==> config.mk <==
export PLATFORM = sky130hd
export DESIGN_NAME = spectrum_band_bar_peak_hold_top
export DESIGN_NICKNAME = d
export VERILOG_FILES = /design/src/hw/rtl/sbbph_pkg.sv /design/src/hw/rtl/spectrum_band_bar_peak_hold_top.sv
export SDC_FILE = /design/constraint.sdc
export NUM_CORES = 1
export LEC_CHECK = 0
export ABC_AREA = 1
export BUFFER_PORTS_ARGS = -buffer_cell sky130_fd_sc_hd__buf_2
export CORE_MARGIN = 2
export CORE_UTILIZATION = 40
export CTS_CLUSTER_DIAMETER = 150
export DETAILED_ROUTE_END_ITERATION = 8
export PLACE_DENSITY_LB_ADDON = 0.25
export SETUP_SLACK_MARGIN = 0.05
export SLEW_MARGIN = 10
export SYNTH_ARGS = -nofsm -noshare
export SYNTH_HDL_FRONTEND = slang
export SYNTH_SLANG_ARGS = --single-unit
==> constraint.sdc <==
create_clock -name clk -period 5.84 [get_ports clk]
set_clock_uncertainty 0.2 [all_clocks]
set_input_delay 0.584 -clock clk [delete_from_list [all_inputs] [get_ports clk]]
set_output_delay 0.584 -clock clk [all_outputs]
set_load 0.01 [all_outputs]
==> src/hw/rtl/sbbph_pkg.sv <==
// sbbph_pkg: shared widths, defaults and register reset values for the
// spectrum band bar graph with peak hold
// no dependencies
`default_nettype none

package sbbph_pkg;

	localparam int BIN_VALUE_W = 16;
	localparam int NF_W        = 16;
	localparam int NF_COUNT    = 8;
	localparam int NF_IDX_W    = 3;
	localparam int CFG_IDX_W   = 4;

	localparam int BAND_INDEX_W = 3;
	localparam int LEVEL_W      = 4;
	localparam int LED_MASK_W   = 8;

	localparam int BANDS_DEF         = 8;
	localparam int BINS_PER_BAND_DEF = 8;
	localparam int MAX_LEVEL_DEF     = 8;

	typedef logic [NF_W-1:0] nf_t;

	localparam nf_t NF_RESET [NF_COUNT] = '{
		16'd12, 16'd4, 16'd2, 16'd3, 16'd1, 16'd1, 16'd1, 16'd2
	};

endpackage

`default_nettype wire

==> src/hw/rtl/spectrum_band_bar_peak_hold_top.sv <==
// spectrum_band_bar_peak_hold_top: band averaging, noise floor, clamp,
// peak hold and thermometer mask over a stream of spectrum bins
// depends on sbbph_pkg
//
// channel   dir   handshake              payload
// in        in    in_valid / in_ready    bin_value
// out       out   out_valid / out_ready  band_index, new_level, held_level, led_mask
// cfg       in    cfg_valid / cfg_ready  cfg_index, cfg_data (noise floors 0..7)
//
// one bin beat is accepted per cycle unless a stall holds the input stage; a band's
// result reaches the output register through the input, sum, divide and level stages
// the divide stage is a single registered reciprocal multiply
// reset clears counters, the running sum, held levels and all stage valids;
// noise floors return to their defaults
// a stall on the output backs up stage by stage; bins that end no band keep
// flowing while later stages are full
`default_nettype none

module spectrum_band_bar_peak_hold_top #(
	parameter int BANDS         = sbbph_pkg::BANDS_DEF,
	parameter int BINS_PER_BAND = sbbph_pkg::BINS_PER_BAND_DEF,
	parameter int MAX_LEVEL     = sbbph_pkg::MAX_LEVEL_DEF
) (
	input  wire logic                                clk,
	input  wire logic                                arst_n,

	input  wire logic                                in_valid,
	output logic                                     in_ready,
	input  wire logic [sbbph_pkg::BIN_VALUE_W-1:0]   bin_value,

	output logic                                     out_valid,
	input  wire logic                                out_ready,
	output logic      [sbbph_pkg::BAND_INDEX_W-1:0]  band_index,
	output logic      [sbbph_pkg::LEVEL_W-1:0]       new_level,
	output logic      [sbbph_pkg::LEVEL_W-1:0]       held_level,
	output logic      [sbbph_pkg::LED_MASK_W-1:0]    led_mask,

	input  wire logic                                cfg_valid,
	output logic                                     cfg_ready,
	input  wire logic [sbbph_pkg::CFG_IDX_W-1:0]     cfg_index,
	input  wire logic [sbbph_pkg::NF_W-1:0]          cfg_data
);

	import sbbph_pkg::*;

	localparam int BIN_W    = (BINS_PER_BAND > 1) ? $clog2(BINS_PER_BAND) : 1;
	localparam int BAND_W   = (BANDS > 1) ? $clog2(BANDS) : 1;
	localparam int LOG_B    = $clog2(BINS_PER_BAND);
	localparam int SUM_W    = BIN_VALUE_W + LOG_B;
	localparam int RECIP_SH = SUM_W + LOG_B;
	localparam int RECIP_W  = SUM_W + 1;
	localparam int PROD_W   = SUM_W + RECIP_W;
	localparam int LVL_W    = $clog2(MAX_LEVEL + 1);
	localparam int CMP_W    = 5;

	// exact floor(sum / BINS_PER_BAND) for any SUM_W-bit sum
	localparam logic [RECIP_W-1:0] RECIP = RECIP_W'(
		((64'd1 << RECIP_SH) + 64'(BINS_PER_BAND) - 64'd1) / 64'(BINS_PER_BAND));

	// configuration
	nf_t nf_q [NF_COUNT];

	assign cfg_ready = 1'b1;

	always_ff @(posedge clk or negedge arst_n) begin
		if (!arst_n) begin
			for (int i = 0; i < NF_COUNT; i++) nf_q[i] <= NF_RESET[i];
		end else if (cfg_valid && cfg_ready && (cfg_index < CFG_IDX_W'(NF_COUNT))) begin
			nf_q[cfg_index[NF_IDX_W-1:0]] <= cfg_data;
		end
	end

	// stage control
	logic v_s1, v_s2, v_s3;
	logic adv1, adv2, adv3;
	logic last_s1;

	assign adv3     = v_s3 && (!out_valid || out_ready);
	assign adv2     = v_s2 && (!v_s3 || adv3);
	assign adv1     = v_s1 && (!last_s1 || !v_s2 || adv2);
	assign in_ready = !v_s1 || adv1;

	// frame position
	logic [BIN_W-1:0]  bin_cnt_q;
	logic [BAND_W-1:0] band_cnt_q;
	logic              last_bin;

	assign last_bin = (bin_cnt_q == BIN_W'(BINS_PER_BAND - 1));

	always_ff @(posedge clk or negedge arst_n) begin
		if (!arst_n) begin
			bin_cnt_q  <= '0;
			band_cnt_q <= '0;
		end else if (in_valid && in_ready) begin
			if (last_bin) begin
				bin_cnt_q  <= '0;
				band_cnt_q <= (band_cnt_q == BAND_W'(BANDS - 1)) ? '0 : band_cnt_q + 1'b1;
			end else begin
				bin_cnt_q <= bin_cnt_q + 1'b1;
			end
		end
	end

	// stage 1: input register
	logic [BIN_VALUE_W-1:0] bin_s1;
	logic [BAND_W-1:0]      band_s1;

	always_ff @(posedge clk or negedge arst_n) begin
		if (!arst_n) begin
			v_s1 <= 1'b0;
		end else if (in_ready) begin
			v_s1 <= in_valid;
		end
	end

	always_ff @(posedge clk) begin
		if (in_valid && in_ready) begin
			bin_s1  <= bin_value;
			last_s1 <= last_bin;
			band_s1 <= band_cnt_q;
		end
	end

	// stage 2: band sum, only band-closing beats enter
	logic [SUM_W-1:0]  band_sum_q;
	logic [SUM_W-1:0]  sum_next;
	logic [SUM_W-1:0]  sum_s2;
	logic [BAND_W-1:0] band_s2;

	assign sum_next = band_sum_q + SUM_W'(bin_s1);

	always_ff @(posedge clk or negedge arst_n) begin
		if (!arst_n) begin
			band_sum_q <= '0;
			v_s2       <= 1'b0;
		end else begin
			if (adv1) band_sum_q <= last_s1 ? '0 : sum_next;
			if (adv1 && last_s1) v_s2 <= 1'b1;
			else if (adv2)       v_s2 <= 1'b0;
		end
	end

	always_ff @(posedge clk) begin
		if (adv1 && last_s1) begin
			sum_s2  <= sum_next;
			band_s2 <= band_s1;
		end
	end

	// stage 3: average by reciprocal multiply
	logic [PROD_W-1:0]      prod;
	logic [BIN_VALUE_W-1:0] avg_s3;
	logic [BAND_W-1:0]      band_s3;

	assign prod = PROD_W'(sum_s2) * PROD_W'(RECIP);

	always_ff @(posedge clk or negedge arst_n) begin
		if (!arst_n) begin
			v_s3 <= 1'b0;
		end else if (adv2) begin
			v_s3 <= 1'b1;
		end else if (adv3) begin
			v_s3 <= 1'b0;
		end
	end

	always_ff @(posedge clk) begin
		if (adv2) begin
			avg_s3  <= prod[RECIP_SH +: BIN_VALUE_W];
			band_s3 <= band_s2;
		end
	end

	// level, peak hold and mask
	logic [LVL_W-1:0]      held_q [BANDS];
	logic [NF_W-1:0]       nf_cur;
	logic [NF_W-1:0]       diff;
	logic [LVL_W-1:0]      level;
	logic [LVL_W-1:0]      held_old;
	logic [LVL_W-1:0]      held_new;
	logic [CMP_W-1:0]      held_ext;
	logic [LED_MASK_W-1:0] mask;

	always_comb begin
		nf_cur   = nf_q[NF_IDX_W'(band_s3)];
		diff     = avg_s3 - nf_cur;
		if (avg_s3 < nf_cur) begin
			level = '0;
		end else if (diff > NF_W'(MAX_LEVEL)) begin
			level = LVL_W'(MAX_LEVEL);
		end else begin
			level = diff[LVL_W-1:0];
		end
		held_old = held_q[band_s3];
		if (level >= held_old) begin
			held_new = level;
		end else if (held_old != '0) begin
			held_new = held_old - 1'b1;
		end else begin
			held_new = held_old;
		end
		held_ext = CMP_W'(held_new);
		for (int k = 0; k < LED_MASK_W; k++) mask[k] = (held_ext > CMP_W'(k));
	end

	always_ff @(posedge clk or negedge arst_n) begin
		if (!arst_n) begin
			for (int i = 0; i < BANDS; i++) held_q[i] <= '0;
			out_valid <= 1'b0;
		end else begin
			if (adv3) held_q[band_s3] <= held_new;
			if (adv3)           out_valid <= 1'b1;
			else if (out_ready) out_valid <= 1'b0;
		end
	end

	always_ff @(posedge clk) begin
		if (adv3) begin
			band_index <= BAND_INDEX_W'(band_s3);
			new_level  <= LEVEL_W'(level);
			held_level <= LEVEL_W'(held_new);
			led_mask   <= mask;
		end
	end

`ifndef SYNTHESIS
	// held level never falls below the fresh level of the same band
	a_held_ge_new: assert property (@(posedge clk) disable iff (!arst_n)
		out_valid |-> (held_level >= new_level))
		else $error("held level below new level");

	// mask is empty exactly when the held level is zero
	a_mask_zero: assert property (@(posedge clk) disable iff (!arst_n)
		out_valid |-> ((held_level == '0) == (led_mask == '0)))
		else $error("led mask disagrees with held level");

	// the running sum restarts after a band closes
	a_sum_clear: assert property (@(posedge clk) disable iff (!arst_n)
		(adv1 && last_s1) |=> (band_sum_q == '0))
		else $error("band sum not cleared at band end");

	// a result only moves forward when its next stage has room
	a_no_overrun: assert property (@(posedge clk) disable iff (!arst_n)
		(v_s3 && !adv3) |-> !adv2)
		else $error("stage 3 overwritten while stalled");

	a_band_range: assert property (@(posedge clk) disable iff (!arst_n)
		band_cnt_q <= BAND_W'(BANDS - 1))
		else $error("band counter out of range");
`endif

endmodule

`default_nettype wire

==> impl_metrics.env, run 1 <==
export IMPL_synth_fp_nets=1447
export IMPL_pwr_density_cell_nw_per_um2=451.9
export IMPL_post_route_cell_area_um2=14580
export IMPL_setup_tns_final_ns=0
export IMPL_chipHeight_um=181.1
export IMPL_tritoncts="built"
export IMPL_critical_path_top_delay_family="simple AND/OR/NAND/NOR gates"
export IMPL_max_cap_violations=0
export IMPL_nets=1535
export IMPL_antenna_found_initial=0
export IMPL_end_kind="flip-flop"
export IMPL_worstPathArrival_ns=5.43
export IMPL_worstPathRequired_ns=5.94
export IMPL_count_of_antenna_diodes_in_the_layout=0
export IMPL_critPathMaxFanout=14
export IMPL_crit_path_max_incr_delay_ns=0.49
export IMPL_synthesis_yosys_warnings=0
export IMPL_placeableCoreArea_um2=30750
export IMPL_hold_ws_ns=0.02864
export IMPL_cts_root_buffer="clkbuf_16"
export IMPL_synthCells=1363
export IMPL_holdCritPathClass="input pin to flip-flop"
export IMPL_cell_type_of_the_slowest_stage_on_the_worst_timing_path="fa_1"
export IMPL_mappedNetlistArea_um2=12550
export IMPL_max_vdd_ir_drop_v=0.0002758
export IMPL_post_route_period_util_pct=91.38
export IMPL_cts_buffer_depth=3
export IMPL_total_leakage_power_uw=0.006824
export IMPL_cts_htree_levels=1
export IMPL_vias=9522
export IMPL_routed_wire_length_per_instance_um=15.89
export IMPL_clk_transition_reported_paths_ns=0.06
export IMPL_post_route_util_pct=47.43
export IMPL_row_count=64
export IMPL_gp_routability_congestion=0.8594
export IMPL_path_class="flip-flop to flip-flop"
export IMPL_slew_headroom_pct=24.17
export IMPL_design_power_total_uw=6591
export IMPL_detailedRoute_firstPassIterationCount=5
export IMPL_critical_path_most_common_cell="nand2_1"
export IMPL_synth_enable_flop_cells=77
export IMPL_final_antenna_net_count=0
export IMPL_area_growth_synth_to_final_pct=16.20
export IMPL_fmaxAchievable_mhz=187.4
export IMPL_grt_pass1_vias=9225
export IMPL_yosys_top_cells_count="390 x nand2_1, 179 x dfrtp_1, 149 x inv_1"
export IMPL_global_route_usage_over_all_layers_pct=18.37
export IMPL_synth_top_cell_by_area="dfrtp_1"
export IMPL_max_slew_violation_total_from_the_final_report=0
export IMPL_synthDominantCellAreaShare_pct=35.69
export IMPL_avg_cell_area_syn_um2=9.208
export IMPL_wl_um=29720
export IMPL_final_layout_size_suffix_gt1_share_pct=13.29
export IMPL_number_of_library_cell_types_mapped_by_synthesis=53
export IMPL_dieWidth_um=181.1
export IMPL_startpoint_type="flip-flop"
export IMPL_hold_viol_final=0
export IMPL_number_of_clock_buffers_inserted_by_tritoncts=30
export IMPL_drc_errors=0
export IMPL_wire_length_of_the_first_global_routing_pass_um=48770
export IMPL_initialDrtViolationCount=650
export IMPL_status="finished, final reports clean"
export IMPL_async_flop_share_pct=71.05
export IMPL_synth_area_leaders="dfrtp_1 36%, edfxtp_1 18%, nand2_1 12%, o21ai_0 5.7%, inv_1 4.5%"
export IMPL_globalRouteOverflowTotal=0
export IMPL_floorplan_die_area_um2=32810
export IMPL_placement_io_buffers=61
export IMPL_worst_pin_slew_ns=1.135
export IMPL_maximum_number_of_pins_on_one_net_before_global_route_repair=91
export IMPL_postSynthRegisterBits=266
export IMPL_setup_repair_after_global_routing_missed_its_margin="no"
export IMPL_num_io_pins=63
export IMPL_dp_hpwl_um=20060
export IMPL_detailed_place_area_um2=13300
export IMPL_clk_insertion_delay_late_ns=0.55
export IMPL_initial_utilization_pct=40.82
export IMPL_yosys_cell_count_top_type="nand2_1"
export IMPL_dominant_synthesized_flop_cell="dfrtp_1"
export IMPL_final_min_clock_period_ns=5.336
export IMPL_clk_sink_count=266
export IMPL_ys_seq_area_share_pct=56.21
export IMPL_crit_buf_inv=6
export IMPL_avgViaCountPerCell=5.089
export IMPL_finalSetupViolations=0
[sequential cells by signal, indices dropped and copies added (netlist names), 3 cells and up]
signal and count:
band_s3 3, band_index 3, held_q 32, band_sum_q 19
new_level 4, bin_s1 16, band_cnt_q 3, band_s2 3
led_mask 8, bin_cnt_q 3, held_level 4, band_s1 3
sum_s2 16, nf_q 128, avg_s3 16
[per-layer routing]
layer	part of all wire, %	routed length [um]	GRT usage [%]	vias up
met5	0	0	0	-
met4	2.7	802	5.593	0
met3	4.8	1421	2.641	46
met2	46	13600	30.01	252
met1	47	13900	25.42	4491
li1	-	-	-	4733
[logic make-up (layout without fill, tap and decap cells)]
| kind of cell | Yosys count | after routing | synth area share (%) |
|---|---|---|---|
| DFF | 266 | 266 | 56.21 |
| xor gates and xnor gates | 17 | 17 | 1.186 |
| other | 1 | 1 | 0.02988 |
| AOI/OAI and AO/OA | 295 | 295 | 14.04 |
| and+or+nand+nor | 534 | 534 | 17.66 |
| buffers and inverters | 207 | 319 | 6.480 |
| adders and majority gates | 43 | 43 | 4.406 |
[repair_timing]
action,4_1_cts,5_1_grt
hold buffers,15,0
endpoints found under the setup margin,0,29
gates resized for setup,0,15
buffers inserted,0,5
endpoints found under the hold margin,98,0
[cells in the final DEF, fill, tap and decap left out, types with 3 or more instances in the layout]
| cell type | count |
|---|---|
| nand4_1 | 19 |
| clkbuf_16 | 32 |
| o21a_1 | 3 |
| nand2_1 | 387 |
| inv_2 | 11 |
| ha_1 | 41 |
| and2_1 | 3 |
| xor2_1 | 12 |
| nand3_1 | 44 |
| edfxtp_1 | 77 |
| o2bb2ai_1 | 6 |
| o21ai_1 | 26 |
| o21ai_2 | 8 |
| nand2_2 | 6 |
| inv_4 | 4 |
| clkbuf_8 | 5 |
| dfrtp_1 | 179 |
| a21oi_1 | 39 |
| dfstp_2 | 10 |
| xnor2_1 | 5 |
| buf_4 | 21 |
| clkbuf_1 | 4 |
| clkinv_2 | 8 |
| dlygate4sd3_1 | 15 |
| o2111ai_1 | 5 |
| a22oi_1 | 16 |
| o21ai_0 | 144 |
| inv_1 | 149 |
| nor2_1 | 53 |
| nor2_2 | 3 |
| buf_2 | 60 |
| a22o_1 | 10 |
| o22ai_1 | 3 |
| nand3_2 | 7 |
| bufinv_16 | 3 |
| o211ai_1 | 3 |
| a221oi_1 | 16 |
[worst paths after layout]
check,slack [ns],endpoint,cells after the start,from
worst max-delay path,0.50,led_mask[1],30,band_s3[0]
worst min-delay path,0.03,bin_s1[4],1,bin_value[4]
worst max register to register,0.50,led_mask[1],30,band_s3[0]
worst min register to register,0.22,band_s2[1],0,band_s1[1]
max in group asynchronous,3.72,nf_q[122],3,arst_n
min in group asynchronous,0.46,nf_q[118],2,arst_n
[area by class of cell]
cell class | count | area [um2]
clock buffers | 40 | 870.8
clock inverters | 16 | 173.9
well taps | 396 | 495.5
inverters | 166 | 633.1
repair buffers | 97 | 621.8
fillers | 2910 | 16170
multi-input cells | 890 | 4735
flip-flops and latches | 266 | 7054
[worst register-to-register path: cells and delay by family, from the launching register on]
family / cells / cell delay (ns)
and+or+nand+nor: 19 / 2.16
AOI/OAI and AO/OA: 3 / 0.80
buffers and inverters: 6 / 0.76
adders and majority gates: 2 / 0.73
DFF: 1 / 0.45
[power by group]
group / internal [uW] / leakage (uW) / total [uW] / switching (uW)
combinational: 705 / 0.00321 / 1960 / 1260
sequential: 2460 / 0.00309 / 2690 / 223
clock: 1180 / 0.000516 / 1940 / 760
total: 4350 / 0.00682 / 6590 / 2240
[through the flow]
step                std cells  worst slack, ns
floorplan                1363            1.091
global placement         1795           0.4642
detailed placement       1795           0.3342
CTS                      1866           0.3204
global route             1871          0.05237
finish                   1871           0.5035
No activity file was read; power rests on OpenSTA's default activity.
==> run 2: changes to the inputs <==
--- a/config.mk
+++ b/config.mk
@@ -7,7 +7,7 @@
 export LEC_CHECK = 0
 export ABC_AREA = 1
 export BUFFER_PORTS_ARGS = -buffer_cell sky130_fd_sc_hd__buf_2
-export CORE_MARGIN = 2
+export CORE_MARGIN = 8
 export CORE_UTILIZATION = 40
 export CTS_CLUSTER_DIAMETER = 150
 export DETAILED_ROUTE_END_ITERATION = 8
==> constraint.sdc (replaced) <==
create_clock -name clk -period 5.84 [get_ports clk]
set_clock_uncertainty 0.2 [all_clocks]
set_input_delay 0.876 -clock clk [delete_from_list [all_inputs] [get_ports clk]]
set_output_delay 0.876 -clock clk [all_outputs]
set_load 0.01 [all_outputs]
==> run 2 against run 1 <==
Compared with the run above: count of clock-buffer cells in the layout down 8; setup slack worse by 0.021 ns; largest power group unchanged; sequential cell count unchanged; die area up 14%; sequential share of layout area up 0.50 points.
==> impl_metrics.env, run 2 (synthesized netlist as in run 1, its figures left out) <==
export IMPL_clockPowerShare_pct=30.3
export IMPL_vias=9392
export IMPL_detailed_place_area_um2=13300
export IMPL_drc_errors=0
export IMPL_worstPathArrival_ns=5.44
export IMPL_critical_path_top_delay_family="simple AND/OR/NAND/NOR gates"
export IMPL_worst_pin_slew_ns=1.094
export IMPL_crit_buf_inv=7
export IMPL_setup_tns_final_ns=0
export IMPL_floorplan_die_area_um2=37300
export IMPL_cell_type_of_the_slowest_stage_on_the_worst_timing_path="edfxtp_1"
export IMPL_max_vdd_ir_drop_v=0.0002449
export IMPL_nets=1515
export IMPL_avgViaCountPerCell=5.060
export IMPL_post_route_cell_area_um2=14430
export IMPL_placement_io_buffers=61
export IMPL_routed_wire_length_per_instance_um=16.47
export IMPL_layout_filler_cells=2967
export IMPL_seq_power_share_pct=40.4
export IMPL_dp_hpwl_um=21320
export IMPL_share_comb_of_total_power_pct=29.3
export IMPL_tritoncts="built"
export IMPL_layout_area_seq_um2=7054
export IMPL_global_route_usage_over_all_layers_pct=16.79
export IMPL_max_flop_register="nf_q"
export IMPL_setup_repair_after_global_routing_missed_its_margin="yes"
export IMPL_startpoint_type="flip-flop"
export IMPL_final_common_cell="nand2_1"
export IMPL_grt_pass1_vias=9423
export IMPL_finalSetupViolations=0
export IMPL_placeableCoreArea_um2=31230
export IMPL_detailedRoute_firstPassIterationCount=7
export IMPL_holdCritStartpoint="band_s1[2]"
export IMPL_setup_slack_of_the_critical_path_after_layout_ns=0.4823
export IMPL_worstPathRequired_ns=5.92
export IMPL_p_int_uw=4390
export IMPL_final_antenna_net_count=0
export IMPL_holdCritPathClass="flip-flop to flip-flop"
export IMPL_antenna_found_initial=1
export IMPL_netSwitchingPower_uw=2289
export IMPL_clk_sink_count=266
export IMPL_path_class="flip-flop to flip-flop"
export IMPL_initialDrtViolationCount=669
export IMPL_num_io_pins=63
export IMPL_status="finished, final reports clean"
export IMPL_cts_root_buffer="clkbuf_16"
export IMPL_biggest_regs="nf_q x128, held_q x32, band_sum_q x19"
export IMPL_clk_transition_reported_paths_ns=0.06
export IMPL_critical_path_startpoint="band_s3[1]"
export IMPL_final_min_clock_period_ns=5.358
export IMPL_post_route_period_util_pct=91.74
export IMPL_dieWidth_um=193.1
export IMPL_slew_headroom_pct=26.88
export IMPL_final_layout_size_suffix_gt1_share_pct=13.21
export IMPL_clk_insertion_delay_late_ns=0.55
export IMPL_postCtsHoldBufs=0
export IMPL_max_slew_violation_total_from_the_final_report=0
export IMPL_initial_utilization_pct=40.19
export IMPL_row_count=65
export IMPL_cts_buffer_depth=3
export IMPL_number_of_clock_buffers_inserted_by_tritoncts=29
export IMPL_chipHeight_um=193.1
export IMPL_placement_setup_worst_slack_ns=0.3982
export IMPL_gp_routability_congestion=0.8487
export IMPL_max_cap_violations=0
export IMPL_fmaxAchievable_mhz=186.6
export IMPL_multi_input_gate_area_um2=4722
export IMPL_layout_cells_most_common_list="388 x nand2_1, 179 x dfrtp_1, 149 x inv_1, 144 x o21ai_0, 77 x edfxtp_1"
export IMPL_power_switching_share_pct=34.27
export IMPL_critical_path_most_common_cell="nand2_1"
export IMPL_r2r_start="band_s3[1]"
export IMPL_end_kind="flip-flop"
export IMPL_hold_viol_final=0
export IMPL_wire_length_of_the_first_global_routing_pass_um=50120
export IMPL_area_growth_synth_to_final_pct=15.00
export IMPL_wl_um=30570
export IMPL_critPathMaxFanout=18
export IMPL_globalRouteOverflowTotal=0
export IMPL_cts_htree_levels=1
export IMPL_maximum_number_of_pins_on_one_net_before_global_route_repair=106
export IMPL_total_leakage_power_uw=0.006739
export IMPL_crit_path_max_incr_delay_ns=0.48
export IMPL_pwr_density_cell_nw_per_um2=462.8
export IMPL_largest_register_ffs=128
[run 2: changes by cell type in the layout (fill, tap and decap cells not counted), sizes merged]
| cell | delta |
|---|---|
| buf | -4 |
| bufinv | +3 |
| clkbuf | -8 |
| clkinv | -2 |
| clkinvlp | +2 |
| diode | +1 |
| dlygate4sd3 | -15 |
| inv | +2 |
[run 2: power groups by stage]
stage	logic [uW]	clock network, uW	registers [uW]
2_1_floorplan	1430	0	2670
6_report	1960	2030	2700
3_3_place_gp	1910	0	2710
3_5_place_dp	1950	0	2720
5_1_grt	2260	2140	2750
4_1_cts	1960	2070	2690
[run 2: timing repair]
item / in CTS / in global routing
gates resized for setup: 0 / 15
setup buffers: 0 / 2
endpoints found under the setup margin: 0 / 22
[run 2: per-stage QoR]
| step | utilization, % | cells | hold WS (ns) | power, uW |
|---|---|---|---|---|
| after global placement | 42.58 | 1800 | 0.2027 | 4628 |
| after detailed placement | 42.58 | 1800 | 0.2045 | 4668 |
| final | 46.22 | 1856 | 0.2193 | 6680 |
| after global routing | 46.21 | 1855 | 0.2278 | 7152 |
| after floorplan | - | 1363 | 0.2003 | 4102 |
| after CTS | 46.03 | 1853 | 0.2204 | 6725 |
[run 2: layout make-up]
| class | count | area share (%) |
|---|---|---|
| inverter | 166 | 4.386 |
| tap | 402 | 3.485 |
| multi-input combinational | 890 | 32.72 |
| clock inverter | 21 | 2.141 |
| antenna | 1 | 0.01734 |
| sequential | 266 | 48.87 |
| clock buffer | 32 | 5.322 |
| timing repair buffer | 78 | 3.060 |
[run 2: metal layers]
layer / up-vias / global-route usage [%] / part of all wire, %
met5: - / 0 / 0.043
met4: 2 / 5.237 / 2.9
met3: 48 / 2.896 / 5.7
met2: 230 / 27.63 / 46
met1: 4430 / 22.41 / 45
li1: 4682 / - / -
[run 2: path summary, 6_finish.rpt]
| kind | endpoint | slack, ns | cells past startpoint |
|---|---|---|---|
| worst min register to register | band_s2[2] | 0.22 | 0 |
| worst min-delay path | band_s2[2] | 0.22 | 0 |
| min in group asynchronous | nf_q[71] | 0.24 | 1 |
| worst max-delay path | led_mask[0] | 0.48 | 32 |
| worst max register to register | led_mask[0] | 0.48 | 32 |
| max in group asynchronous | nf_q[114] | 4.06 | 2 |
